<file path="config.mk">
export PLATFORM = sky130hd
export DESIGN_NAME = stli_div
export DESIGN_NICKNAME = d
export VERILOG_FILES = /design/src/hw/rtl/sorted_table_linear_interpolator_top_assert.svh /design/src/hw/rtl/stli_pkg.sv /design/src/hw/rtl/stli_div.sv
export SDC_FILE = /design/constraint.sdc
export NUM_CORES = 1
export LEC_CHECK = 0
export ABC_AREA = 0
export BUFFER_PORTS_ARGS = -buffer_cell sky130_fd_sc_hd__buf_2
export CAP_MARGIN = 20
export CELL_PAD_IN_SITES_DETAIL_PLACEMENT = 0
export CELL_PAD_IN_SITES_GLOBAL_PLACEMENT = 1
export CORE_MARGIN = 8
export CORE_UTILIZATION = 30
export CTS_CLUSTER_SIZE = 25
export DETAILED_ROUTE_END_ITERATION = 10
export MAX_ROUTING_LAYER = met4
export PLACE_DENSITY = 0.53
export SYNTH_ARGS = -nofsm -noshare
export SYNTH_HDL_FRONTEND = slang
export SYNTH_SLANG_ARGS = --single-unit
</file>
<file path="constraint.sdc">
create_clock -name clk -period 4.4 [get_ports clk]
set_clock_uncertainty 0.15 [all_clocks]
set_input_delay 0.22 -clock clk [delete_from_list [all_inputs] [get_ports clk]]
set_output_delay 0.22 -clock clk [all_outputs]
set_load 0.005 [all_outputs]
</file>
<file path="src/hw/rtl/sorted_table_linear_interpolator_top_assert.svh">
// Assertion macros for the sorted table interpolator
`ifndef SORTED_TABLE_LINEAR_INTERPOLATOR_TOP_ASSERT_SVH
`define SORTED_TABLE_LINEAR_INTERPOLATOR_TOP_ASSERT_SVH
`ifndef SYNTHESIS
`define STLI_ASSERT_IMPL(label, clk, rst_n, a, c) \
  label: assert property (@(posedge clk) disable iff (!rst_n) (a) |-> (c)) \
    else $error("assertion failed");
`define STLI_ASSERT_NEXT(label, clk, rst_n, a, c) \
  label: assert property (@(posedge clk) disable iff (!rst_n) (a) |=> (c)) \
    else $error("assertion failed");
`else
`define STLI_ASSERT_IMPL(label, clk, rst_n, a, c)
`define STLI_ASSERT_NEXT(label, clk, rst_n, a, c)
`endif
`endif

</file>
<file path="src/hw/rtl/stli_pkg.sv">
// Shared types and constants for the sorted table interpolator
package stli_pkg;
  localparam int unsigned DefaultDepth = 1024;
  localparam int unsigned DataW = 32;

  typedef enum logic [1:0] {
    OP_CLEAR  = 2'd0,
    OP_APPEND = 2'd1,
    OP_QUERY  = 2'd2
  } op_t;

  typedef enum logic [1:0] {
    WHERE_INTERP = 2'd0,
    WHERE_FIRST  = 2'd1,
    WHERE_LAST   = 2'd2,
    WHERE_EMPTY  = 2'd3
  } where_t;

  typedef struct packed {
    logic [1:0]        op;
    logic [DataW-1:0]  time_value;
    logic [DataW-1:0]  in_x;
    logic [DataW-1:0]  in_y;
    logic [DataW-1:0]  in_aux;
  } in_item_t;

  typedef struct packed {
    logic [DataW-1:0]  out_x;
    logic [DataW-1:0]  out_y;
    logic [DataW-1:0]  out_aux;
    logic [1:0]        where_code;
  } out_item_t;

  // Divider control between top and divide unit
  typedef struct packed {
    logic start;
    logic busy;
    logic done;
  } div_ctl_t;
endpackage

</file>
<file path="src/hw/rtl/stli_div.sv">
// Restoring divider for the Q1.16 interpolation weight, one quotient bit per cycle
module stli_div import stli_pkg::*; (
  input  logic             clk,
  input  logic             rst_n,
  input  logic             start,
  input  logic [DataW-1:0] num,
  input  logic [DataW-1:0] den,
  output logic             busy,
  output logic             done,
  output logic [16:0]      weight
);
  // Quotient of (num << 16) / den, saturated at 65536. Since num < den is not
  // guaranteed, saturation is decided first by comparing num against den.
  localparam int unsigned QBits = 17;
  logic [DataW:0]      rem_r, rem_nxt;
  logic [DataW-1:0]    den_r;
  logic [QBits-1:0]    quo_r, quo_nxt;
  logic [4:0]          cnt_r;
  logic                sat_r;
  logic                busy_r, done_r;
  logic [DataW:0]      trial;

  assign trial = {rem_r[DataW-1:0], 1'b0} - {1'b0, den_r};

  always_comb begin
    rem_nxt = {rem_r[DataW-1:0], 1'b0};
    quo_nxt = {quo_r[QBits-2:0], 1'b0};
    if (!trial[DataW] || rem_r[DataW-1]) begin
      rem_nxt = {rem_r[DataW-1:0], 1'b0} - {1'b0, den_r};
      quo_nxt[0] = 1'b1;
    end
  end

  always_ff @(posedge clk) begin
    if (!rst_n) begin
      busy_r <= 1'b0;
      done_r <= 1'b0;
    end else begin
      done_r <= 1'b0;
      if (start) begin
        busy_r <= 1'b1;
        // num >= den means weight >= 1.0: saturate
        sat_r  <= (num >= den);
        rem_r  <= {1'b0, num};
        den_r  <= den;
        quo_r  <= '0;
        cnt_r  <= 5'd16;
      end else if (busy_r) begin
        rem_r <= rem_nxt;
        quo_r <= quo_nxt;
        cnt_r <= cnt_r - 5'd1;
        if (cnt_r == 5'd1) begin
          busy_r <= 1'b0;
          done_r <= 1'b1;
        end
      end
    end
  end

  assign busy   = busy_r;
  assign done   = done_r;
  assign weight = sat_r ? 17'h10000 : quo_r;
endmodule

</file>
Yosys cells after proc, flatten, opt, wreduce, memory -nomap -nowiden

Cells that the tools add are included.

Add/subtract/negate cells: 2
Magnitude comparators: 1
Equal/unequal tests: 1
Multiplexer cells: 11
Bitwise gates (word level): 2
Reductions and logical operators: 6

Operator list:

| kind                | count |
|---|---|
| $mux 32             | 3 |
| $mux 17             | 2 |
| $sub 33x32->33      | 1 |
| $ge 32x32->1        | 1 |
| $eq 5x1->1 const B  | 1 |
| $mux 1              | 5 |
| $mux 5              | 1 |
| $sub 5x1->5 const B | 1 |
| $reduce_and 2->1    | 2 |
| $reduce_or 3->1     | 1 |
| $not 1->1           | 2 |
| $reduce_bool 2->1   | 1 |
| $logic_not 1->1     | 1 |
| $logic_or 1x1->1    | 1 |

Bits in registers: 89
Input port bits: 67
Output and inout port bits: 19
Logic and storage cells: 30

Depth between registers and ports, before layout

Gate-level depths: netlist (run 1).

Depth after elaboration: 6
Depth in mapped cells: 12
Gate-level depth less buffers: 10

Least setup slack after synthesis (run 1)

OpenSTA, ideal clock, no wires.

Kind: register -> register
From: register rem_r[8]
To: register rem_r[24] (data pin)
Setup time: 0.275 ns
Data arrival time: 2.263 ns
Data required time: 3.975 ns
Slack: 1.712 ns
Stages on the path, launching flop included: 11
Buffers on the path: 2
Clock period less this slack: 2.688 ns
Path through: edfxtp_1 > ha_1 > buf_6 > a21o_1 > a311oi_2 > a21oi_2 > o211a_4 > o211a_4 > nor2_4 > buf_6 > o311ai_2

Longest elaborated chain between the ends: 6

Ends and longest elaborated chain:

| item                   | RTL line       | source |
|---|---|---|
| start, declared        | stli_div.sv:15 | `logic [DataW:0] rem_r, rem_nxt;` |
| start signal, assigned | stli_div.sv:44 | `rem_r <= {1'b0, num};` |
| start signal, assigned | stli_div.sv:49 | `rem_r <= rem_nxt;` |
| $sub 33x32->33 *       | stli_div.sv:29 | `rem_nxt = {rem_r[DataW-1:0], 1'b0} - {1'b0, den_r};` |
| $logic_not 1->1        | stli_div.sv:28 | `if (!trial[DataW] \|\| rem_r[DataW-1]) begin` |
| $logic_or 1x1->1       | stli_div.sv:28 |  |
| $mux 32 *              | stli_div.sv:28 |  |
| $mux 32 *              | stli_div.sv:48 | `end else if (busy_r) begin` |
| $mux 32 *              | stli_div.sv:40 | `if (start) begin` |

Mark *: on every way between the ends. The rest lies on a longest branch, timed or not. The select of a mux whose other input is x is not followed.
A chain may end at the register's enable or synchronous reset.

Final worst setup path (run 1)

From: register rem_r[9]
To: register rem_r[5] (data pin)

Longest elaborated chain between the ends: 6

Ends and longest elaborated chain:

| item             | RTL line |
|---|---|
| $sub 33x32->33   | n/a |
| $logic_not 1->1  | stli_div.sv:28 |
| $logic_or 1x1->1 | stli_div.sv:28 |
| $mux 32          | stli_div.sv:28 |
| $mux 32          | stli_div.sv:48 |
| $mux 32          | stli_div.sv:40 |

Every way passes these cells. The select of a mux whose other input is x is not followed.

==> flow_metrics.tcl, run 1 <==
set metrics [dict create \
    cap_viol_max_count 0 \
    p_int_mw 1.88 \
    timing.rr.start "rem_r[9]" \
    syn_nets 849 \
    post_drt_wl_per_cell_um 17.5 \
    swShare 0.328 \
    cts_made_buffers 9 \
    syn_area_sq_um 6760 \
    dp_worst_setup_slack_ps 1180 \
    overflow 0 \
    slew_violations 0 \
    clkLatencyLatePin_ps 360 \
    ir_drop_mv 0.158 \
    synth_edf_count 87 \
    synth.area.top_cells "edfxtp_1, ha_1, inv_1" \
    die_y_um 166 \
    ys_seq_elements 89 \
    startpoint_type "flip-flop" \
    syn-instance-count 716 \
    p_per_area_nw_per_um2 347 \
    finalCritPeriodShare 0.736 \
    io_buffers 85 \
    tightest_slew_ps 665 \
    n_antenna_cell 0 \
    syn_avg_cell_area_sq_um 9.44 \
    worst_slack_ps 1160 \
    yosysSeqAreaShare 0.392 \
    vias 5615 \
    cp.required_ps 4330 \
    rsz0062_at_grt "false" \
    post-dp-hpwl_um 14400 \
    end_kind "flip-flop" \
    htree_levels 3 \
    setup_violations 0 \
    synthArstFlopShare 0 \
    max_freq_mhz 309 \
    first_pass_iters 4 \
    p_comb_frac 0.314 \
    start_util 0.302 \
    min_period_ps 3240 \
    crit_start "rem_r[9]" \
    worstSetupPathType "flip-flop to flip-flop" \
    synth.top_cell.area_share 0.386 \
    area_delta_synth_final_pct 18.9 \
    drive_gt1_frac 0.163 \
    run_status "finished clean" \
    clk_pin_slew_ps 70 \
    cp.arrival_ps 3170 \
    via_per_inst 5.07 \
    clkPwrFrac 0.309 \
    gr-usage-all-layers 0.146 \
    synthDistinctLibCells 69 \
    nets 951 \
    grt_pass1_vias 5979 \
    drtIter0Drc 231 \
    root_buffer "clkbuf_16" \
    cts.sinks 89 \
    dieArea_sq_um 27600 \
    cts_tree "built" \
    power_leakage_nw 3.43 \
    antenna_found_initial 0 \
    cts_max_path_buffers 2 \
    worstHoldStart "rst_n" \
    fin_tns_setup_ps 0 \
    ys.flop_type "edfxtp_1" \
    routabilityCongestion 0.818 \
    ios 86 \
    drc 0 \
    p_seq_frac 0.377 \
    die_w_um 166 \
    grt_start_max_net_pins 45 \
    wl_um 19400 \
    utilization 0.360 \
    core_sq_um 22400 \
    ys.warnings.count 0 \
    fin_area_sq_um 8040 \
    power_switching_mw 0.915 \
    synth_largest_area_cell "edfxtp_1" \
    p_total_mw 2.79 \
    grt_pass1_wl_um 31700 \
    final_antenna_net_count 0 \
    path_max_fanout 17 \
    post_dp_cell_area_sq_um 7400 \
    slew_headroom 0.557 \
    finalHoldViolations 0 \
    fp-row-count 55 \
    hold_path_class "primary input to flip-flop" \
]
==> path summary, 6_finish.rpt <==
| path | cells after the start | slack, ps | end |
|---|---|---|---|
| setup / recovery | 9 | 1160 | rem_r[5] |
| hold / removal | 2 | 20 | done |
| setup reg to reg | 9 | 1160 | rem_r[5] |
| hold reg to reg | 1 | 380 | done |
==> through the flow <==
stage	instances	hold WS (ps)
after floorplan	716	169
after global placement	1060	260
after detailed placement	1060	263
after CTS	1108	1.04
after global routing	1108	11.9
final	1108	16.4
==> layout by cell type (no fill, tap or decap), types with 10 or more instances in the layout <==
master         synthesis  layout
nand2_1               48      48
a21oi_1               38      38
nand4_1               16      16
dlygate4sd3_1          0      32
buf_2                  6      85
nor2b_1               39      39
a21o_1                26      26
nor3_1                14      14
edfxtp_1              87      87
xnor2_1               22      22
nor2_1                44      43
nand3_1               25      25
o21ai_0               21      21
inv_1                 77      77
a41oi_1               10      10
and2_1                11      11
o21ai_1               25      25
ha_1                  65      65
a31oi_1               16      16
==> kinds of logic after synthesis <==
logic type | after synthesis | share of synthesized area
AND/OR/NAND/NOR | 229 | 0.175
flip-flops | 89 | 0.392
adder cells (fa/ha/maj) | 66 | 0.123
AO/OA/AOI/OAI | 195 | 0.203
buffers and inverters | 111 | 0.0720
XOR/XNOR | 26 | 0.0337
==> state kept, by name, summed over array words and instances, names as in the netlist <==
| register | count |
|---|---|
| sat_r | 1 |
| den_r | 32 |
| quo_r | 17 |
| done | 1 |
| cnt_r | 5 |
| rem_r | 32 |
| busy | 1 |
==> critical path: stages (launching register included) <==
cell and delay [ps]:
edfxtp_1 390, ha_1 450, nand4_1 170, nor2_1 60
a311oi_2 310, a21oi_2 130, o211a_4 280, o211a_4 370
nor2_4 480, o311ai_1 170
==> metal layers <==
| layer | track usage | part of all wire | vias up |
|---|---|---|---|
| met5 | - | 0 | - |
| met4 | 0.0502 | 0.017 | 0 |
| met3 | 0.0171 | 0.016 | 13 |
| met2 | 0.247 | 0.49 | 75 |
| met1 | 0.179 | 0.47 | 2728 |
| li1 | - | - | 2799 |
==> Yosys cell counts, types with 3 or more instances <==
cell	count
inv_1	77
or3_1	4
a211oi_1	3
o21ai_1	25
o21a_1	5
a21oi_2	4
ha_1	65
o31ai_1	7
a21o_1	26
buf_6	7
xor2_1	4
nor3_1	14
a31oi_1	16
o211ai_1	5
a21oi_1	38
and3_1	7
o21bai_1	6
xnor2_1	22
nand3_1	25
and2_1	11
buf_2	6
edfxtp_1	87
nand2b_1	6
nand2_1	48
o311ai_2	4
a41oi_1	10
nand4_1	16
or2_2	3
clkbuf_1	16
nor2b_1	39
nor2_1	44
o21ai_0	21
==> power groups by stage <==
stage	Clock (mW)	Combinational, mW	Sequential, mW
floorplan	0	0.644	1.06
global placement	0	0.858	1.07
detailed placement	0	0.860	1.07
CTS	0.890	0.887	1.05
global route	0.920	0.987	1.06
finish	0.863	0.876	1.05
==> timing repair <==
item / 4_1_cts / 5_1_grt
endpoints found under the hold margin: 32 / 0
gates resized for setup: 0 / 0
setup buffers: 0 / 0
hold buffers: 32 / 0
==> area by class of cell <==
class,instances,area (sq um)
Timing Repair Buffer,123,791
Sequential cell,89,2650
Inverter,79,297
Tap cell,285,357
Fill cell,2308,14300
Clock buffer,10,229
Clock inverter,6,90.1
Multi-Input combinational cell,516,3630
(Power assumes the default switching activity.)
==> inputs of run 2 (changes only) <==
==> constraint.sdc (replaced) <==
create_clock -name clk -period 3.1 [get_ports clk]
set_clock_uncertainty 0.15 [all_clocks]
set_input_delay 0.155 -clock clk [delete_from_list [all_inputs] [get_ports clk]]
set_output_delay 0.155 -clock clk [all_outputs]
set_load 0.005 [all_outputs]
==> run 2 against run 1 <==
Net effect: sequential power rose by 42%; maximum frequency rose by 9.6%; combinational power rose by 52%; largest cell class unchanged; largest power group unchanged.
==> flow_metrics.tcl, run 2 (synthesis gave the netlist of run 1 again) <==
set metrics [dict create \
    run_status "finished clean" \
    grt-busiest-layer "met2" \
    ir_drop_mv 0.227 \
    post_dp_cell_area_sq_um 7560 \
    n_antenna_cell 0 \
    cts.sinks 89 \
    via_per_inst 5.02 \
    drive_gt1_frac 0.181 \
    max_freq_mhz 339 \
    area_delta_synth_final_pct 22.9 \
    clkLatencyLatePin_ps 350 \
    vias 5699 \
    clkPwrFrac 0.293 \
    io_buffers 85 \
    nets 978 \
    cpPeakStageDelay_ps 420 \
    clk_pin_slew_ps 70 \
    min_period_ps 2950 \
    setup_violations 0 \
    hold_path_class "primary input to flip-flop" \
    drtIter0Drc 332 \
    swShare 0.335 \
    post_drt_wl_per_cell_um 17.3 \
    post-dp-hpwl_um 15000 \
    rsz0062_at_grt "false" \
    p_int_mw 2.66 \
    power_leakage_nw 3.57 \
    routabilityCongestion 0.844 \
    wl_um 19600 \
    root_buffer "clkbuf_16" \
    cp_top_family "compound AO/OA/AOI/OAI gates" \
    cp.required_ps 3050 \
    p_per_area_nw_per_um2 481 \
    tightest_slew_ps 673 \
    startpoint_type "flip-flop" \
    reg.largest.list "den_r: 32 flops, rem_r: 32 flops, quo_r: 17 flops" \
    p_total_mw 4.00 \
    overflow 0 \
    cp.arrival_ps 2900 \
    fin_area_sq_um 8310 \
    path_max_fanout 7 \
    final_common_cell "edfxtp_1" \
    finalCritPeriodShare 0.953 \
    ios 86 \
    final_antenna_net_count 0 \
    crit_buf_inv 0 \
    grt_pass1_wl_um 31600 \
    slew_violations 0 \
    fin_tns_setup_ps 0 \
    dieArea_sq_um 27600 \
    mostFrequentLayoutCells "edfxtp_1, buf_2, inv_1, ha_1, nand2_1" \
    start_util 0.302 \
    power_switching_mw 1.34 \
    p_seq_frac 0.374 \
    end_kind "flip-flop" \
    cts_max_path_buffers 2 \
    slowest_stage "ha_1" \
    p_comb_frac 0.333 \
    die_y_um 166 \
    cap_viol_max_count 0 \
    use_met3 0.0231 \
    drc 0 \
    die_w_um 166 \
    cts_tree "built" \
    cts_made_buffers 9 \
    grt_pass1_vias 6032 \
    antenna_found_initial 0 \
    slew_headroom 0.551 \
    use_met2 0.249 \
    cp_common_cell "a21o_1" \
    fp-row-count 55 \
    gr-usage-all-layers 0.147 \
    cts_setup_buffers 0 \
    finalHoldViolations 0 \
    first_pass_iters 5 \
    use_met1 0.177 \
    worstSetupPathType "flip-flop to flip-flop" \
    htree_levels 3 \
    grt_start_max_net_pins 34 \
    core_sq_um 22400 \
    fillers 2256 \
    cp_cell_sequence "ha_1 > a21o_1 > a31o_2 > o21ai_2 > o22ai_1 > a21o_1 > o41a_1 > xnor2_1 > o21ai_1" \
]
==> run 2: cell types whose count changed in the layout (fill, tap and decap cells not counted), sizes merged <==
cell	before	now
bufinv	2	1
clkbuf	10	9
inv	80	82
dlygate4sd3	32	43
buf	91	107
==> run 2: timing repair <==
item                       4_1_cts  5_1_grt
hold buffers                    43        0
setup endpoints to repair        0        6
resized for setup                0        3
hold endpoints to repair        44        0
==> run 2: worst register-to-register path, delay by kind of cell, from the launching register on <==
kind | cells | cell delay [ps]
AO/OA/AOI/OAI | 7 | 1510
XOR/XNOR | 1 | 210
adder cells (fa/ha/maj) | 1 | 420
flip-flops | 1 | 400
==> run 2: power groups by stage <==
stage               clock network, mW  logic, mW  registers, mW
floorplan                           0      0.914           1.50
global placement                    0       1.28           1.52
detailed placement                  0       1.29           1.52
CTS                              1.22       1.34           1.50
global route                     1.25       1.48           1.51
finish                           1.17       1.33           1.49
==> run 2: worst paths after layout <==
kind / from / to / slack [ps] / cells past startpoint
min: num[6] / rem_r[6] / 30 / 3
max: rem_r[13] / rem_r[25] / 150 / 9
min reg2reg: busy / done / 380 / 1
max reg2reg: rem_r[13] / rem_r[25] / 150 / 9
==> run 2: final cells by class <==
cell class / count / area [sq um] / share of cell area
clock inverter: 7 / 86.3 / 0.0104
tap: 285 / 357 / 0.0429
clock buffer: 9 / 225 / 0.0271
sequential: 89 / 2650 / 0.319
inverter: 79 / 297 / 0.0357
multi-input combinational: 516 / 3640 / 0.438
timing repair buffer: 150 / 1060 / 0.127
==> run 2: through the flow <==
step | utilization | cells | setup slack [ps] | hold WS (ps)
finish | 0.372 | 1135 | 146 | 25.7
global route | 0.372 | 1135 | 3.44 | 26.3
CTS | 0.371 | 1135 | 114 | 9.52
detailed placement | 0.338 | 1076 | 135 | 198
global placement | 0.338 | 1076 | 155 | 197
floorplan | - | 716 | 412 | 104
==> run 2: layer usage <==
metal | vias to the layer above | part of all wire
li1 | 2855 | -
met2 | 97 | 0.49
met5 | - | 0
met1 | 2731 | 0.46
met3 | 16 | 0.028
met4 | 0 | 0.019
